==> config.mk <==
export PLATFORM = sky130hd
export DESIGN_NAME = sss_mul
export DESIGN_NICKNAME = d
export VERILOG_FILES = /design/src/hdl/sss_pkg.sv /design/src/hdl/sss_mul.sv
export SDC_FILE = /design/constraint.sdc
export NUM_CORES = 2
export LEC_CHECK = 0
export BUFFER_PORTS_ARGS = -buffer_cell sky130_fd_sc_hd__buf_2
export CORE_UTILIZATION = 52
export DETAILED_ROUTE_END_ITERATION = 10
export PLACE_DENSITY_LB_ADDON = 0.05
export RECOVER_POWER = 25
export SYNTH_ARGS = -nofsm -noshare
export SYNTH_HDL_FRONTEND = slang
export SYNTH_SLANG_ARGS = --single-unit
export TNS_END_PERCENT = 50
==> constraint.sdc <==
create_clock -name clk -period 32.2 [get_ports clk]
set_clock_uncertainty 0.15 [all_clocks]
set_input_delay 3.22 -clock clk [delete_from_list [all_inputs] [get_ports clk]]
set_output_delay 3.22 -clock clk [all_outputs]
set_load 0.03 [all_outputs]
==> src/hdl/sss_pkg.sv <==
// Package with payload types, register indexes and widths for the swept sphere test.
package sss_pkg;

  typedef struct packed {
    logic signed [31:0] other_pos_x;
    logic signed [31:0] other_pos_y;
    logic signed [31:0] other_pos_z;
    logic signed [31:0] other_vel_x;
    logic signed [31:0] other_vel_y;
    logic signed [31:0] other_vel_z;
    logic [30:0]        other_radius;
    logic               last_in_batch;
  } sss_in_t;

  typedef struct packed {
    logic        hit;
    logic [15:0] item_index;
    logic [15:0] hit_slot;
    logic [31:0] hit_time;
    logic        batch_end;
  } sss_out_t;

  localparam logic [2:0] REG_POS_X  = 3'd0;
  localparam logic [2:0] REG_POS_Y  = 3'd1;
  localparam logic [2:0] REG_POS_Z  = 3'd2;
  localparam logic [2:0] REG_VEL_X  = 3'd3;
  localparam logic [2:0] REG_VEL_Y  = 3'd4;
  localparam logic [2:0] REG_VEL_Z  = 3'd5;
  localparam logic [2:0] REG_RADIUS = 3'd6;

  // Widths of the exact intermediate quantities.
  localparam int QW = 68;   // A, B magnitude, C (sums of three 66-bit squares)
  localparam int DW = 136;  // B*B and A*C
  localparam int SW = 68;   // square root of D

endpackage

==> src/hdl/sss_mul.sv <==
// Shared sequential multiplier: 32x32 partial products accumulated one per cycle.
module sss_mul (
  input  logic                 clk,
  input  logic                 rst,
  input  logic                 start,
  input  logic [sss_pkg::QW-1:0] a,
  input  logic [sss_pkg::QW-1:0] b,
  output logic                 done,
  output logic [sss_pkg::DW-1:0] p
);
  import sss_pkg::*;

  // Operands split into three 32-bit limbs (top limb carries 4 bits).
  logic [95:0] ar, br;
  logic [1:0]  i, j;
  logic        busy;
  logic [63:0] pp;
  logic [DW+31:0] acc;

  assign pp = ar[32*i +: 32] * br[32*j +: 32];
  assign p  = acc[DW-1:0];

  always_ff @(posedge clk) begin
    if (rst) begin
      busy <= 1'b0;
      done <= 1'b0;
    end else begin
      done <= 1'b0;
      if (start) begin
        ar   <= {{(96-QW){1'b0}}, a};
        br   <= {{(96-QW){1'b0}}, b};
        acc  <= '0;
        i    <= 2'd0;
        j    <= 2'd0;
        busy <= 1'b1;
      end else if (busy) begin
        // One partial product per cycle, shifted into place.
        acc <= acc + ({{(DW-32){1'b0}}, pp} << (32 * ({1'b0, i} + {1'b0, j})));
        if (j == 2'd2) begin
          j <= 2'd0;
          if (i == 2'd2) begin
            busy <= 1'b0;
            done <= 1'b1;
          end else begin
            i <= i + 2'd1;
          end
        end else begin
          j <= j + 2'd1;
        end
      end
    end
  end
endmodule

==> results.txt <==
In the final routed layout, each cell accounts on average for 26.6 um. The root buffer cell chosen for the clock tree is sky130_fd_sc_hd__clkbuf_16. For the worst setup path, the data required time is about 32 ns.

In the synthesized netlist the async set-or-reset flop fraction comes to 0%. The global-route wire length before repair came out at just under 300 mm. The H-tree depth came out at 2. The buffer levels on the longest clock path came out at 3. Clock tree synthesis found a total of between 200 and 300 sinks. The number of I/O port buffers is around 280. The routed design has 196 mm of wire. The final-report max-slew violation count is roughly 170. The number of cells produced by synthesis is 5952. The most used flip-flop cell after synthesis is sky130_fd_sc_hd__edfxtp_1. The flow ran to the end, but the final reports show violations. The path class of the tightest hold or removal check is reg -> reg.

The sink of the worst hold path is done$_SDFF_PP0_. The count of antenna-violating nets left after detailed routing came out at 0. The first detailed-routing pass took 6 iterations. The HPWL after detailed placement is between 150 and 200 mm.

The final number of setup-violating endpoints is 0. The slew at the pin closest to its max-slew limit is roughly 3.5 ns. The total CTS buffers is 36. The starting density of the core is 52.4%. For this run, design rule violations remaining after detail routing come to 0. The overflow left after global routing is 0. The largest net degree at the start of global routing is 75.

The placeable core area came out at 0.100 mm^2. The start point of the worst hold path is busy$_SDFF_PP0_. The largest incremental delay on the critical path came out at 0.84 ns. The aggregate negative setup slack is 0 ns. The number of warnings issued by yosys came out at 0. Counting instances, the worst hold path has a depth of 1. The max capacitance violation total came out at 4. The total via count in the routed design is between 40k and 50k. The checks that failed: max-capacitance violations, max-slew violations. The highest fanout seen on the critical path is 22. Leaving out fill and tap cells, the most frequent cell in the layout is sky130_fd_sc_hd__nor2_1.

The final net count is 7462. The y dimension of the die is approximately 320 um. The count of buffers added by post-CTS timing repair for setup came out at 0.

The number of unique standard cell types used by synthesis came out at 84. The relative slew slack is -133%. For flop-to-flop paths, the worst setup slack is approximately 17 ns. In the layout the commonest cells are 939 x sky130_fd_sc_hd__nor2_1, 924 x sky130_fd_sc_hd__inv_1, 898 x sky130_fd_sc_hd__fa_1, 645 x sky130_fd_sc_hd__nand2_1, 401 x sky130_fd_sc_hd__ha_1. The cell area after layout came out at approximately 0.056 mm^2. The count of flip-flops with a built-in enable after synthesis is about 280. Synthesis produced a netlist with a net count of 7390.

The data arrival at the endpoint of the critical path is 14.94 ns. The full die area is between 0.1 and 0.15 mm^2. Counting I/O delays and the setup requirement, the final critical path takes ~15 ns. After synthesis the cells add up to about 0.052 mm^2. The die outline width is roughly 320 um. The number of global-route vias before repair came out at about 45k. The critical path class is reg -> reg. Buffers inserted to repair hold after CTS numbered 0. The most numerous cell on the critical path is sky130_fd_sc_hd__fa_1. The sequential element share of the synthesized area is approximately 16%. The depth of the worst register-to-register path came out at 41. The number of top-level pins came out at 276.

The total track usage is between 30 and 40%. The clock transition at the registers of the reported paths came out at roughly 0.060 ns. The number of DRC violations after detailed-routing iteration 0 came out at ~4.3k. The last weighted congestion value of the routability-driven placer came out at 1.01. The synthesized design contains between 200 and 300 register bits. The endpoint of the worst-slack reg-to-reg timing path is acc[135]$_SDFFCE_PP0P_. The highest achievable clock rate came out at slightly below 0.07 GHz. The kind of launch point of the worst setup path is a register. The share of post-route cells with drive strength above 1 is ~8.4%. The worst setup path is captured at a register.

The clock reaches the later pin of the worst-skew pair after 0.61 ns. The number of placement rows is between 100 and 150. The detailed-route vias per instance came out at approximately 6.0. TritonCTS built the clock tree. Setup repair after global routing left no endpoint under its margin. The initial antenna violation count came to 6. The number of failing hold endpoints at the final stage came out at 0. The worst flop-to-flop path startpoint is j[0]$_SDFFCE_PN0P_. The synthesis-to-layout area growth is 6.81%. The post-synthesis average cell area came out at 8.81 um^2. The post-cts repair resize count came out at 0. The part of the cycle the worst path needs came out at a little under half. For this design, the slowest cell found on the critical path is sky130_fd_sc_hd__nor2_2. The instance area at placement is about 0.055 mm^2.
==> critical path, delay by kind of cell, from the launching register on <==
kind,cells,cell delay [ns]
buffers and inverters,5,0.98
AOI/OAI and AO/OA,10,2.70
adders and majority gates,10,4.81
muxes,2,1.01
and+or+nand+nor,12,4.14
xor gates and xnor gates,2,0.31
DFF,1,0.36
==> metal layers <==
layer / track usage [%] / wire length (um) / vias up / part of all wire, %
met5: 0 / 27 / - / 0.014
met4: 21.7 / 12800 / 4 / 6.5
met3: 7.48 / 17700 / 462 / 9.1
met2: 59.8 / 87800 / 2235 / 45
met1: 51.0 / 77300 / 22192 / 40
li1: - / - / 19126 / -
==> metrics by stage <==
step                instances  utilization, %  hold WS [ns]  worst slack, ns
floorplan                5952               -         0.323            19.84
global placement         7284            54.9         0.345            17.86
detailed placement       7284            54.9         0.347            17.78
CTS                      7347            56.0         0.328            17.69
global route             7348            56.0         0.341            16.97
finish                   7349            56.0         0.319            17.37
==> sequential cells by signal, indices dropped and copies added (netlist names) <==
name	flops
done	1
busy	1
br	68
j	2
i	2
ar	68
acc	136
==> cell families (layout without fill, tap and decap cells) <==
family,Yosys count,in the layout,synth area share (%)
AND/OR/NAND/NOR,1992,1992,16.1
adder cells (fa/ha/maj),1299,1299,43.9
other,0,2,0
flip-flops,278,278,15.9
AO/OA/AOI/OAI,853,853,10.3
multiplexers,88,88,1.72
XOR/XNOR,189,189,3.16
buffers and inverters,1253,1350,9.02
==> cell type report <==
cell class,count,area [um^2]
Tap cell,1298,1620
Fill cell,9509,44000
Inverter,925,3470
Clock inverter,22,210
Sequential cell,278,8330
Clock buffer,41,920
Antenna cell,2,5.00
Multi-Input combinational cell,4421,39400
Timing Repair Buffer,362,1990
==> cell usage after synthesis, drive strengths merged, types with 10 or more instances <==
cell type / n / area share [%]
nor2: 956 / 6.8
inv: 925 / 6.6
fa: 898 / 34
nand2: 645 / 4.6
ha: 401 / 9.6
clkbuf: 290 / 2.1
a21oi: 288 / 2.8
edfxtp: 276 / 16
o21ai: 171 / 1.6
xnor2: 113 / 1.9
a21o: 109 / 1.6
xor2: 76 / 1.3
mux2i: 72 / 1.4
or2: 66 / 0.79
nand4: 63 / 0.75
and2: 55 / 0.66
nor3: 53 / 0.51
o21bai: 48 / 0.69
buf: 38 / 0.32
nand3: 34 / 0.32
o22ai: 33 / 0.39
a31oi: 26 / 0.31
nor2b: 22 / 0.26
a211oi: 21 / 0.31
o21a: 19 / 0.27
or3: 19 / 0.23
nand2b: 18 / 0.21
o211ai: 18 / 0.26
a22o: 17 / 0.28
and3: 16 / 0.19
mux2: 16 / 0.34
o31ai: 15 / 0.24
a21boi: 11 / 0.16
a41oi: 11 / 0.20
nor4: 11 / 0.13
a31o: 10 / 0.17
or4: 10 / 0.14
==> worst max-delay path by stage <==
stage / endpoint / slack, ns / cells past startpoint / startpoint
after detailed placement: acc[135]$_SDFFCE_PP0P_ / 17.78 / 41 / j[0]$_SDFFCE_PN0P_
after floorplan: acc[125]$_SDFFCE_PP0P_ / 19.84 / 45 / i[0]$_SDFFCE_PP0P_
after CTS: acc[135]$_SDFFCE_PP0P_ / 17.69 / 41 / j[0]$_SDFFCE_PN0P_
final: acc[135]$_SDFFCE_PP0P_ / 17.37 / 41 / j[0]$_SDFFCE_PN0P_
after global placement: acc[135]$_SDFFCE_PP0P_ / 17.86 / 41 / j[0]$_SDFFCE_PN0P_
after global routing: acc[135]$_SDFFCE_PP0P_ / 16.97 / 41 / j[0]$_SDFFCE_PN0P_
Power is not shown: default switching activity piles up to over one toggle a cycle in this logic, so the estimate is an artifact.
